## src/sv/mts_pkg.sv

```systemverilog
`timescale 1ns / 1ps
// ----------------------------------------------------------------------------
// mts_pkg
// Shared types, register codes, band limits and relay patterns for the mains
// tap selector.
// ----------------------------------------------------------------------------
package mts_pkg;

    localparam int VOLT_BITS_DEF = 9;
    localparam int BAND_W        = 9;
    localparam int CONFIRM_W     = 3;
    localparam int HOLD_W        = 6;
    localparam int CFG_IDX_W     = 3;
    localparam int PINS_W        = 6;
    localparam int NUM_BANDS     = 4;

    localparam int FAIL_HIGH_RST = 280;
    localparam int FAIL_LOW_RST  = 170;
    localparam int OK_HIGH_RST   = 270;
    localparam int OK_LOW_RST    = 180;
    localparam int CONFIRM_RST   = 5;
    localparam int HOLD_RST      = 35;

    typedef enum logic [CFG_IDX_W-1:0] {
        CFG_FAIL_HIGH = 3'd0,
        CFG_FAIL_LOW  = 3'd1,
        CFG_OK_HIGH   = 3'd2,
        CFG_OK_LOW    = 3'd3,
        CFG_CONFIRM   = 3'd4,
        CFG_HOLD      = 3'd5
    } t_cfg_idx;

    typedef enum logic [2:0] {
        TAP_NONE     = 3'd0,
        TAP_BUCK     = 3'd1,
        TAP_NORMAL_1 = 3'd2,
        TAP_NORMAL   = 3'd3,
        TAP_BOOST    = 3'd4
    } t_tap;

    typedef struct packed {
        logic [CONFIRM_W-1:0] confirm;
        logic [HOLD_W-1:0]    hold;
    } t_timing;

    // exclusive band edges: buck, normal_1, normal, boost
    localparam logic [BAND_W-1:0] BAND_LO [NUM_BANDS] = '{9'd180, 9'd202, 9'd222, 9'd242};
    localparam logic [BAND_W-1:0] BAND_HI [NUM_BANDS] = '{9'd200, 9'd220, 9'd240, 9'd270};

    // active-low indicator and relay pins for a tap
    function automatic logic [PINS_W-1:0] tap_pins(input t_tap tap);
        logic [PINS_W-1:0] pins;
        case (tap)
            TAP_BUCK:     pins = 6'h39;
            TAP_NORMAL_1: pins = 6'h33;
            TAP_NORMAL:   pins = 6'h2B;
            TAP_BOOST:    pins = 6'h1E;
            default:      pins = 6'h00;
        endcase
        return pins;
    endfunction

endpackage

```

## src/sv/mts_cfg_regs.sv

```systemverilog
`timescale 1ns / 1ps
// ----------------------------------------------------------------------------
// mts_cfg_regs
// Window thresholds, confirm count and failure hold time, written through a
// plain write port.
// ----------------------------------------------------------------------------
module mts_cfg_regs #(
    parameter int VOLT_BITS = mts_pkg::VOLT_BITS_DEF
) (
    input  logic                                i_clk,
    input  logic                                i_rst_n,
    input  logic                                i_cfg_we,
    input  logic [mts_pkg::CFG_IDX_W-1:0]       i_cfg_index,
    input  logic [((VOLT_BITS > mts_pkg::BAND_W) ? VOLT_BITS : mts_pkg::BAND_W)-1:0] i_cfg_data,
    output logic [((VOLT_BITS > mts_pkg::BAND_W) ? VOLT_BITS : mts_pkg::BAND_W)-1:0] o_fail_high,
    output logic [((VOLT_BITS > mts_pkg::BAND_W) ? VOLT_BITS : mts_pkg::BAND_W)-1:0] o_fail_low,
    output logic [((VOLT_BITS > mts_pkg::BAND_W) ? VOLT_BITS : mts_pkg::BAND_W)-1:0] o_ok_high,
    output logic [((VOLT_BITS > mts_pkg::BAND_W) ? VOLT_BITS : mts_pkg::BAND_W)-1:0] o_ok_low,
    output mts_pkg::t_timing                    o_timing
);

    localparam int CMP_W = (VOLT_BITS > mts_pkg::BAND_W) ? VOLT_BITS : mts_pkg::BAND_W;

    logic [CMP_W-1:0]        r_fail_high;
    logic [CMP_W-1:0]        r_fail_low;
    logic [CMP_W-1:0]        r_ok_high;
    logic [CMP_W-1:0]        r_ok_low;
    mts_pkg::t_timing        r_timing;
    logic [CMP_W-1:0]        wr_volt;

    assign wr_volt = CMP_W'(i_cfg_data[VOLT_BITS-1:0]);

    always_ff @(posedge i_clk) begin
        if (!i_rst_n) begin
            r_fail_high      <= CMP_W'(mts_pkg::FAIL_HIGH_RST);
            r_fail_low       <= CMP_W'(mts_pkg::FAIL_LOW_RST);
            r_ok_high        <= CMP_W'(mts_pkg::OK_HIGH_RST);
            r_ok_low         <= CMP_W'(mts_pkg::OK_LOW_RST);
            r_timing.confirm <= mts_pkg::CONFIRM_W'(mts_pkg::CONFIRM_RST);
            r_timing.hold    <= mts_pkg::HOLD_W'(mts_pkg::HOLD_RST);
        end else if (i_cfg_we) begin
            case (mts_pkg::t_cfg_idx'(i_cfg_index))
                mts_pkg::CFG_FAIL_HIGH: r_fail_high      <= wr_volt;
                mts_pkg::CFG_FAIL_LOW:  r_fail_low       <= wr_volt;
                mts_pkg::CFG_OK_HIGH:   r_ok_high        <= wr_volt;
                mts_pkg::CFG_OK_LOW:    r_ok_low         <= wr_volt;
                mts_pkg::CFG_CONFIRM:   r_timing.confirm <= i_cfg_data[mts_pkg::CONFIRM_W-1:0];
                mts_pkg::CFG_HOLD:      r_timing.hold    <= i_cfg_data[mts_pkg::HOLD_W-1:0];
                default: begin
                end
            endcase
        end
    end

    assign o_fail_high = r_fail_high;
    assign o_fail_low  = r_fail_low;
    assign o_ok_high   = r_ok_high;
    assign o_ok_low    = r_ok_low;
    assign o_timing    = r_timing;

endmodule

```

## src/sv/mts_core.sv

```systemverilog
`timescale 1ns / 1ps
// ----------------------------------------------------------------------------
// mts_core
// Window classification, fail/ok/band counters, hold timer and the result
// register holding the selected tap and its pin pattern.
// ----------------------------------------------------------------------------
module mts_core #(
    parameter int VOLT_BITS = mts_pkg::VOLT_BITS_DEF
) (
    input  logic                                i_clk,
    input  logic                                i_rst_n,
    input  logic                                i_load,
    input  logic [VOLT_BITS-1:0]                i_sample,
    input  logic [((VOLT_BITS > mts_pkg::BAND_W) ? VOLT_BITS : mts_pkg::BAND_W)-1:0] i_fail_high,
    input  logic [((VOLT_BITS > mts_pkg::BAND_W) ? VOLT_BITS : mts_pkg::BAND_W)-1:0] i_fail_low,
    input  logic [((VOLT_BITS > mts_pkg::BAND_W) ? VOLT_BITS : mts_pkg::BAND_W)-1:0] i_ok_high,
    input  logic [((VOLT_BITS > mts_pkg::BAND_W) ? VOLT_BITS : mts_pkg::BAND_W)-1:0] i_ok_low,
    input  mts_pkg::t_timing                    i_timing,
    output logic [2:0]                          o_tap_select,
    output logic [mts_pkg::PINS_W-1:0]          o_drive_pattern,
    output logic                                o_sample_ok,
    output logic                                o_mains_failed,
    output logic                                o_failure_pending
);

    localparam int CMP_W = (VOLT_BITS > mts_pkg::BAND_W) ? VOLT_BITS : mts_pkg::BAND_W;
    localparam int CW    = mts_pkg::CONFIRM_W;
    localparam int HW    = mts_pkg::HOLD_W;
    localparam int NB    = mts_pkg::NUM_BANDS;

    logic [CW-1:0]              r_fail_cnt, n_fail_cnt;
    logic [CW-1:0]              r_ok_cnt, n_ok_cnt;
    logic [CW-1:0]              r_band_cnt [NB];
    logic [CW-1:0]              n_band_cnt [NB];
    mts_pkg::t_tap              r_tap, n_tap;
    logic                       r_failed, n_failed;
    logic                       r_pending, n_pending;
    logic [HW-1:0]              r_hold_cnt, n_hold_cnt;
    logic                       r_ok_flag, n_ok_flag;
    logic [mts_pkg::PINS_W-1:0] r_drive;

    logic [CMP_W-1:0]           s_ext;
    logic                       fail_hit;
    logic                       ok_hit;
    logic [CW:0]                fail_inc;
    logic [CW:0]                ok_inc;
    logic [CW:0]                band_inc [NB];
    logic [HW:0]                hold_inc;

    assign s_ext    = CMP_W'(i_sample);
    assign fail_hit = (s_ext > i_fail_high) || (s_ext < i_fail_low);
    assign ok_hit   = (s_ext < i_ok_high) && (s_ext > i_ok_low);
    assign fail_inc = {1'b0, r_fail_cnt} + (CW+1)'(1);
    assign ok_inc   = {1'b0, r_ok_cnt} + (CW+1)'(1);
    assign hold_inc = {1'b0, r_hold_cnt} + (HW+1)'(1);

    always_comb begin
        n_fail_cnt = r_fail_cnt;
        n_ok_cnt   = r_ok_cnt;
        n_tap      = r_tap;
        n_failed   = r_failed;
        n_pending  = r_pending;
        n_hold_cnt = r_hold_cnt;
        n_ok_flag  = r_ok_flag;
        for (int b = 0; b < NB; b++) begin
            n_band_cnt[b] = r_band_cnt[b];
            band_inc[b]   = {1'b0, r_band_cnt[b]} + (CW+1)'(1);
        end

        // fail window takes priority over recovery window
        if (fail_hit) begin
            n_ok_flag = 1'b0;
            if (fail_inc > {1'b0, i_timing.confirm}) begin
                n_fail_cnt = '0;
                n_ok_cnt   = '0;
                n_pending  = 1'b1;
            end else begin
                n_fail_cnt = fail_inc[CW-1:0];
            end
        end else if (ok_hit) begin
            n_ok_flag = 1'b1;
            if (ok_inc >= {1'b0, i_timing.confirm}) begin
                n_ok_cnt   = '0;
                n_fail_cnt = '0;
                n_failed   = 1'b0;
            end else begin
                n_ok_cnt = ok_inc[CW-1:0];
            end
        end

        // tap bands frozen while failed
        if (!n_failed) begin
            for (int b = 0; b < NB; b++) begin
                if ((s_ext > CMP_W'(mts_pkg::BAND_LO[b])) &&
                    (s_ext < CMP_W'(mts_pkg::BAND_HI[b]))) begin
                    if (band_inc[b] >= {1'b0, i_timing.confirm}) begin
                        n_band_cnt[b] = '0;
                        n_tap         = mts_pkg::t_tap'(3'(b + 1));
                    end else begin
                        n_band_cnt[b] = band_inc[b][CW-1:0];
                    end
                end
            end
        end

        if (n_pending) begin
            if (hold_inc >= {1'b0, i_timing.hold}) begin
                n_failed   = 1'b1;
                n_pending  = 1'b0;
                n_hold_cnt = '0;
            end else begin
                n_hold_cnt = hold_inc[HW-1:0];
            end
        end
    end

    always_ff @(posedge i_clk) begin
        if (!i_rst_n) begin
            r_fail_cnt <= '0;
            r_ok_cnt   <= '0;
            r_tap      <= mts_pkg::TAP_NONE;
            r_failed   <= 1'b0;
            r_pending  <= 1'b0;
            r_hold_cnt <= '0;
            r_ok_flag  <= 1'b0;
            r_drive    <= '0;
            for (int b = 0; b < NB; b++) begin
                r_band_cnt[b] <= '0;
            end
        end else if (i_load) begin
            r_fail_cnt <= n_fail_cnt;
            r_ok_cnt   <= n_ok_cnt;
            r_tap      <= n_tap;
            r_failed   <= n_failed;
            r_pending  <= n_pending;
            r_hold_cnt <= n_hold_cnt;
            r_ok_flag  <= n_ok_flag;
            r_drive    <= mts_pkg::tap_pins(n_tap);
            for (int b = 0; b < NB; b++) begin
                r_band_cnt[b] <= n_band_cnt[b];
            end
        end
    end

    assign o_tap_select      = r_tap;
    assign o_drive_pattern   = r_drive;
    assign o_sample_ok       = r_ok_flag;
    assign o_mains_failed    = r_failed;
    assign o_failure_pending = r_pending;

endmodule

```

## src/sv/mains_tap_selector_unit.sv

```systemverilog
`timescale 1ns / 1ps
// ----------------------------------------------------------------------------
// mains_tap_selector_unit
// Mains tap controller: classifies voltage samples, tracks failure and
// recovery, and selects the stabiliser tap with its relay pattern.
//
// Sample channel: i_sample_valid / o_sample_ready carry one voltage beat.
// Result channel: o_result_valid / i_result_ready carry one result beat per
// sample: selected tap, active-low drive pattern and status flags, all as
// they stand after that sample.
// Path: an accepted sample lands in the input register, and its result is
// valid once the result register takes it together with the controller
// state, which waits while the result register is full and not read.
// Throughput: one sample per cycle while the receiver does not stall.
// When the receiver stalls, the result register holds and the input
// register takes one more beat; the sample side stalls only when both are
// full. Configuration writes are taken in any cycle and are meant for idle
// periods only.
// Reset: thresholds return to their defaults, all counters and flags clear,
// no tap is selected and both registers are empty.
// ----------------------------------------------------------------------------
module mains_tap_selector_unit #(
    parameter int VOLT_BITS = mts_pkg::VOLT_BITS_DEF
) (
    input  logic                                i_clk,
    input  logic                                i_rst_n,
    input  logic                                i_cfg_we,
    input  logic [mts_pkg::CFG_IDX_W-1:0]       i_cfg_index,
    input  logic [((VOLT_BITS > mts_pkg::BAND_W) ? VOLT_BITS : mts_pkg::BAND_W)-1:0] i_cfg_data,
    input  logic                                i_sample_valid,
    output logic                                o_sample_ready,
    input  logic [VOLT_BITS-1:0]                i_voltage_sample,
    output logic                                o_result_valid,
    input  logic                                i_result_ready,
    output logic [2:0]                          o_tap_select,
    output logic [mts_pkg::PINS_W-1:0]          o_drive_pattern,
    output logic                                o_sample_ok,
    output logic                                o_mains_failed,
    output logic                                o_failure_pending
);

    localparam int CMP_W = (VOLT_BITS > mts_pkg::BAND_W) ? VOLT_BITS : mts_pkg::BAND_W;

    logic [CMP_W-1:0]       fail_high;
    logic [CMP_W-1:0]       fail_low;
    logic [CMP_W-1:0]       ok_high;
    logic [CMP_W-1:0]       ok_low;
    mts_pkg::t_timing       timing;

    logic                   r_in_valid;
    logic [VOLT_BITS-1:0]   r_in_sample;
    logic                   r_out_valid;
    logic                   load;
    logic                   in_take;

    assign load           = r_in_valid && (!r_out_valid || i_result_ready);
    assign o_sample_ready = !r_in_valid || load;
    assign in_take        = i_sample_valid && o_sample_ready;

    always_ff @(posedge i_clk) begin
        if (!i_rst_n) begin
            r_in_valid  <= 1'b0;
            r_out_valid <= 1'b0;
        end else begin
            if (in_take) begin
                r_in_valid <= 1'b1;
            end else if (load) begin
                r_in_valid <= 1'b0;
            end
            if (load) begin
                r_out_valid <= 1'b1;
            end else if (i_result_ready) begin
                r_out_valid <= 1'b0;
            end
        end
    end

    always_ff @(posedge i_clk) begin
        if (in_take) begin
            r_in_sample <= i_voltage_sample;
        end
    end

    mts_cfg_regs #(
        .VOLT_BITS   (VOLT_BITS)
    ) u_cfg (
        .i_clk       (i_clk),
        .i_rst_n     (i_rst_n),
        .i_cfg_we    (i_cfg_we),
        .i_cfg_index (i_cfg_index),
        .i_cfg_data  (i_cfg_data),
        .o_fail_high (fail_high),
        .o_fail_low  (fail_low),
        .o_ok_high   (ok_high),
        .o_ok_low    (ok_low),
        .o_timing    (timing)
    );

    mts_core #(
        .VOLT_BITS         (VOLT_BITS)
    ) u_core (
        .i_clk             (i_clk),
        .i_rst_n           (i_rst_n),
        .i_load            (load),
        .i_sample          (r_in_sample),
        .i_fail_high       (fail_high),
        .i_fail_low        (fail_low),
        .i_ok_high         (ok_high),
        .i_ok_low          (ok_low),
        .i_timing          (timing),
        .o_tap_select      (o_tap_select),
        .o_drive_pattern   (o_drive_pattern),
        .o_sample_ok       (o_sample_ok),
        .o_mains_failed    (o_mains_failed),
        .o_failure_pending (o_failure_pending)
    );

    assign o_result_valid = r_out_valid;

endmodule

```

## config.mk

```make
export PLATFORM = sky130hd
export DESIGN_NAME = mains_tap_selector_unit
export DESIGN_NICKNAME = d
export VERILOG_FILES = /design/src/sv/mts_pkg.sv /design/src/sv/mts_cfg_regs.sv /design/src/sv/mts_core.sv /design/src/sv/mains_tap_selector_unit.sv
export SDC_FILE = /design/constraint.sdc
export NUM_CORES = 1
export LEC_CHECK = 0
export ABC_AREA = 1
export BUFFER_PORTS_ARGS = -buffer_cell sky130_fd_sc_hd__buf_2
export CAP_MARGIN = 10
export CELL_PAD_IN_SITES_DETAIL_PLACEMENT = 0
export CELL_PAD_IN_SITES_GLOBAL_PLACEMENT = 2
export CORE_MARGIN = 5
export CORE_UTILIZATION = 36
export DETAILED_ROUTE_END_ITERATION = 16
export PLACE_DENSITY = 0.9
export SLEW_MARGIN = 25
export SYNTH_ARGS = -nofsm -noshare
export SYNTH_HDL_FRONTEND = slang
export SYNTH_SLANG_ARGS = --single-unit
```

## constraint.sdc

```tcl
create_clock -name i_clk -period 2.7 [get_ports i_clk]
set_clock_uncertainty 0.05 [all_clocks]
set_input_delay 0.135 -clock i_clk [delete_from_list [all_inputs] [get_ports i_clk]]
set_output_delay 0.135 -clock i_clk [all_outputs]
set_load 0.02 [all_outputs]
```

==> impl_metrics.toml, run 1 <==
[power]
clockPowerShare_pct = 40.6
p_int_w = 0.00240
power_w = 0.00324
p_per_area_nw_per_um2 = 516
p_leak_nw = 3.03
seq_power_share_pct = 45.9
comb_power_share_pct = 13.5
vdd_drop_max_mv = 0.284
sw_frac_of_total_pct = 25.8
power_switching_w = 0.000836

[global_routing]
antenna_found_initial = 0
first_global_vias = 4553
track_usage_pct = 15.8
grt-ovfl-total = 0
grt_start_max_net_pins = 52
grt_pass1_wl_um = 22400

[run]
cap_viol_max_count = 0

[cts]
clock_latency_ns = 0.35
path_clk_slew_ns = 0.06
clock_sinks = 91
cts_tree = "yes"
cts_max_path_buffers = 2
clockRootBuffer = "clkbuf_16"
htree_levels = 3
numCtsBuffers = 9

[route]
firstDrtPassIters = 4
drt_wl_total_um = 13400
drc = 0
vias = 4635
drt_first_iter_violations = 171
viasPerCell = 4.82
wl_per_cell_um = 13.9
drtAntennaViolNets = 0

[sta]
hold_slack_ns = 0.0316
drv_slew = 0
period_share_pct = 89.7
fin_ws_ns = 0.278
slew_headroom_pct = 64.8
timing.final.crit_period_ns = 2.42
fmax_ghz = 0.413
setup_viol = 0
rsz0062_at_grt = "false"
worst-slew-pin-transition_ns = 0.528
fin_setup_tns_ns = 0
hold_violations = 0

[worst_setup_path]
rr_startpoint = "r_in_sample[5]"
ff2ff_setup_slack_ns = 0.28
worstSetupEndpoint = "u_core.r_hold_cnt[1]"
worstReg2RegEnd = "u_core.r_hold_cnt[1]"
cp_max_fo = 9
r2r_cells = 13
endpoint_kind = "flop"
path_class = "flop to flop"
critPathArrivalTime_ns = 2.65
crit_start = "r_in_sample[5]"
cp.required_ns = 2.93
critPathLaunchType = "flop"

[hold_path]
hold_class = "input pin to flop"
hold_path_startpoint = "i_result_ready"

[yosys]
async_flop_share_pct = 0
avgSynthCellArea_um2 = 7.60
synth_top_area_cell = "dfxtp_1"
synth.most_common_cell = "nand2_1"
ys_seq_area_share_pct = 37.6
synth_top_family_by_area = "simple AND/OR/NAND/NOR gates"
synth.area.top_cells = "dfxtp_1 26%, ha_1 15%, edfxtp_1 12%, nand2_1 11%, inv_1 8.5%"
synthMuxAreaShare_pct = 0
synth_compound_area_share_pct = 13.0
synth_xor_area_share_pct = 0.973
ys_ff_latch = 91
synth_cell_type_count = 37
synth_common_cells = "155 x nand2_1, 122 x inv_1, 70 x dfxtp_1"
synth-adder-area-share_pct = 15.1
synth_area_um2 = 5400
synth_edf_count = 21
synth_warnings = 0
yosys.area_share.simple_pct = 23.8
synthFlopType = "dfxtp_1"
synth_top_area_share_pct = 25.9
syn_nets = 802
synthCells = 711

[floorplanning]
core.rowCount = 44
die_h_um = 132
die_w_um = 132
ios = 40
coreArea_um2 = 14600
dieArea_um2 = 17500
initial_core_util_pct = 36.9

[layout]
drive_gt1_share_pct = 12.9
diodes = 0
syn_to_final_growth_pct = 16.2
post-route-util_pct = 42.9
nets = 863

[placed_design]
dp_hpwl_um = 10300
place.gp.congestion = 0.867
io_buffers = 39
place_ws_ns = 0.167

[status]
status = "finished clean"
==> worst max-delay path, stage by stage, from the launching register on <==
cell and delay (ns):
edfxtp_1 0.56, ha_1 0.36, nand2_1 0.05, nor2_2 0.19, nand3b_1 0.11, nand3_1 0.09, nand2_1 0.06, nand2_2 0.09
a21oi_1 0.08, nor2_1 0.19, inv_2 0.12, nor2_4 0.20, nand2_1 0.07, a21oi_1 0.12
==> cells by family (layout without fill, tap and decap cells) <==
kind of cell             count (synthesis)  count (layout)
AND/OR/NAND/NOR                        287             287
buffers and inverters                  137             203
AO/OA/AOI/OAI                          125             125
flip-flops                              91              91
adder cells (fa/ha/maj)                 65              65
XOR/XNOR                                 6               6
==> power groups by stage <==
stage               clock network [W]  logic, W  registers [W]
floorplan                           0  0.000289        0.00151
global placement                    0  0.000408        0.00152
detailed placement                  0  0.000421        0.00152
CTS                           0.00136  0.000434        0.00149
global route                  0.00140  0.000510        0.00149
finish                        0.00132  0.000436        0.00149
==> final cells by class <==
class                           instances  area, um^2
Inverter                              128         480
Multi-Input combinational cell        483        2850
Tap cell                              184         230
Clock inverter                          3        43.8
Clock buffer                           13         270
Timing Repair Buffer                   59         368
Sequential cell                        91        2030
Fill cell                            1488        8370
==> what timing repair did <==
item	in CTS	in global routing
gates resized for setup	0	1
hold buffers	9	0
endpoints found under the setup margin	0	13
endpoints found under the hold margin	9	0
setup buffers	0	3
==> worst min path at each step <==
stage	slack (ns)	depth (start not counted)	to
after detailed placement	0.26	1	r_in_sample[7]
after CTS	0.01	3	u_cfg.o_ok_high[8]
after global placement	0.26	1	r_in_sample[1]
final	0.03	4	o_result_valid
after floorplan	0.18	0	r_in_sample[0]
after global routing	0.03	3	u_cfg.o_fail_high[4]
==> layout by cell type (no fill, tap or decap), types with 4 or more instances in the layout <==
cell	n
o21ai_0	38
nand2_2	5
dfxtp_1	70
dlygate4sd3_1	9
a21oi_1	55
or2_2	4
buf_4	11
o211ai_1	18
nand4_1	7
nor2_1	47
nand3b_1	4
clkbuf_16	9
nand3_1	44
inv_1	122
inv_2	5
xor2_1	5
nor2_2	7
ha_1	65
nand2_1	155
buf_2	39
edfxtp_1	21
==> registers in the layout (all words and copies together), names as in the netlist, 3 cells and up <==
signal	count
u_core.o_tap_select	3
u_cfg.o_fail_low	9
u_core.r_ok_cnt	3
u_cfg.o_fail_high	9
u_core.r_fail_cnt	3
u_core.r_hold_cnt	6
u_core.o_drive_pattern	5
u_cfg.o_ok_high	9
r_in_sample	9
u_cfg.o_ok_low	9
u_core.r_band_cnt	12
u_cfg.o_timing	9
==> through the flow <==
stage               cell area (um^2)  cells
floorplan                       5400    711
global placement                5850    933
detailed placement              5850    933
CTS                             6250    958
global route                    6280    961
finish                          6280    961
==> metal layers <==
layer | global-route usage, % | vias up | share of wire, %
met5 | 0 | - | 0
met4 | 6.81 | 0 | 2.1
met3 | 2.81 | 19 | 3.6
met2 | 26.3 | 67 | 47
met1 | 20.2 | 2098 | 47
li1 | - | 2451 | -
No activity file was read; power rests on OpenSTA's default activity.
==> run 2, diff against run 1 <==
--- a/config.mk
+++ b/config.mk
@@ -13,6 +13,7 @@
 export CORE_MARGIN = 5
 export CORE_UTILIZATION = 36
 export DETAILED_ROUTE_END_ITERATION = 16
+export HOLD_SLACK_MARGIN = 0.15
 export PLACE_DENSITY = 0.9
 export SLEW_MARGIN = 25
 export SYNTH_ARGS = -nofsm -noshare
==> constraint.sdc (replaced) <==
create_clock -name i_clk -period 2.65 [get_ports i_clk]
set_clock_uncertainty 0.05 [all_clocks]
set_input_delay 0.1325 -clock i_clk [delete_from_list [all_inputs] [get_ports i_clk]]
set_output_delay 0.1325 -clock i_clk [all_outputs]
set_load 0.02 [all_outputs]
==> run 2 against run 1 <==
Global-route usage increased by 0.30 points. Non-clock buffer count increased by 12. Hold slack improved by 0.14 ns. Combinational power increased by 5.3%. Critical endpoint is now u_core.r_band_cnt[0][3]. Largest cell class unchanged. Highest routed layer unchanged.
==> impl_metrics.toml, run 2 (synthesis gave the netlist of run 1 again) <==
[floorplanning]
ios = 40
dieArea_um2 = 17500
die_w_um = 132
die_h_um = 132
core.rowCount = 44
coreArea_um2 = 14600
initial_core_util_pct = 36.9

[power]
power_switching_w = 0.000889
p_leak_nw = 3.09
seq_power_share_pct = 45.2
vdd_drop_max_mv = 0.315
p_per_area_nw_per_um2 = 524
p_int_w = 0.00246
power_w = 0.00335
sw_frac_of_total_pct = 26.5
clockPowerShare_pct = 41.1
comb_power_share_pct = 13.7

[cts]
clock_latency_ns = 0.35
path_clk_slew_ns = 0.07
cts_max_path_buffers = 2
numCtsBuffers = 9
cts_tree = "yes"
htree_levels = 3
clockRootBuffer = "clkbuf_16"
clock_sinks = 91

[worst_setup_path]
cp.required_ns = 2.66
ff2ff_setup_slack_ns = 0.18
endpoint_kind = "flop"
crit_top_cell = "nand2_1"
critPathMaxStageDelay_ns = 0.54
cpMaxStageDelayCell = "edfxtp_1"
critPathArrivalTime_ns = 2.48
path_class = "flop to flop"
cp_max_fo = 5
critPathLaunchType = "flop"
crit_chain = "ha_1, nand2_1, inv_1, nand2_1, nand2_1, nand2_1, nand3_1, nand2_1, nand2_2, inv_2, nand3_2, nand3_1, nand2_1, inv_1, nand2_1, inv_1"

[route]
drt_first_iter_violations = 268
wl_per_cell_um = 14.1
firstDrtPassIters = 4
vias = 4696
drtAntennaViolNets = 0
drc = 0
viasPerCell = 4.83
drt_wl_total_um = 13700

[sta]
timing.final.crit_period_ns = 2.47
period_share_pct = 93.1
fin_ws_ns = 0.183
worst-slew-pin-transition_ns = 0.559
rsz0062_at_grt = "false"
drv_slew = 0
setup_viol = 0
fin_setup_tns_ns = 0
fmax_ghz = 0.405
hold_violations = 0
slew_headroom_pct = 62.7

[layout]
post-route-util_pct = 43.7
regMostFlops = "u_core.r_band_cnt"
mostFrequentLayoutCells = "155 x nand2_1, 122 x inv_1, 70 x dfxtp_1"
syn_to_final_growth_pct = 18.5
nets = 875
largest_reg_flops = 12
layout_commonest_cell = "nand2_1"
diodes = 0
drive_gt1_share_pct = 12.9
fin_area_um2 = 6400

[global_routing]
grt-ovfl-total = 0
track_usage_pct = 16.1
grt_start_max_net_pins = 52
first_global_vias = 4570
antenna_found_initial = 0
grt_pass1_wl_um = 22600

[placed_design]
placed_cell_area_um2 = 5870
io_buffers = 39
place_ws_ns = 0.124
place.gp.congestion = 0.851
dp_hpwl_um = 10400

[run]
cap_viol_max_count = 0

[hold_path]
hold_class = "input pin to flop"

[status]
status = "finished clean"
[run 2: changes by cell type in the layout (fill, tap and decap cells not counted), sizes merged]
cell,change
buf,+1
inv,+1
clkbuf,-2
clkinv,+1
dlygate4sd3,+11
[run 2: area by class of cell]
class                           count  area (um^2)
Multi-Input combinational cell    483         2850
Sequential cell                    91         2030
Fill cell                        1491         8250
Inverter                          128          480
Tap cell                          184          230
Clock inverter                      5         55.1
Timing Repair Buffer               71          485
Clock buffer                       11          264
[run 2: critical path, delay by kind of cell (launching register included)]
family / cells / cell delay, ns
buffers and inverters: 4 / 0.35
flip-flops: 1 / 0.54
AND/OR/NAND/NOR: 11 / 0.86
adder cells (fa/ha/maj): 1 / 0.35
[run 2: per-stage QoR]
step           hold slack, ns  cells
6_report                0.172    973
5_1_grt                 0.219    973
4_1_cts                 0.160    972
3_5_place_dp            0.261    936
3_3_place_gp            0.260    936
2_1_floorplan           0.181    711
[run 2: power by group through the flow]
stage               registers (W)  logic, W  clock network (W)
floorplan                 0.00154  0.000294                  0
global placement          0.00154  0.000424                  0
detailed placement        0.00155  0.000435                  0
CTS                       0.00152  0.000461            0.00142
global route              0.00152  0.000530            0.00147
finish                    0.00151  0.000459            0.00138
[run 2: layer usage]
metal	GRT usage (%)	wire length, um	vias up	part of all wire, %
met5	0	0	-	0
met4	5.31	171	0	1.2
met3	3.95	504	13	3.7
met1	20.2	6530	2143	48
li1	-	-	2467	-
met2	27.2	6510	73	47
[run 2: path summary, 6_finish.rpt]
check / depth (start not counted) / start / end
max: 16 / r_in_sample[4] / u_core.r_band_cnt[0][3]
min: 5 / i_cfg_index[2] / u_cfg.o_timing[6]
min reg2reg: 2 / u_core.o_drive_pattern[2] / u_core.o_drive_pattern[2]
max reg2reg: 16 / r_in_sample[4] / u_core.r_band_cnt[0][3]
[run 2: timing repair]
action                                 4_1_cts  5_1_grt
hold buffers                                20        0
setup buffers                                0        1
setup endpoints to repair                    0       21
resized for setup                            0        1
endpoints found under the hold margin       55        0
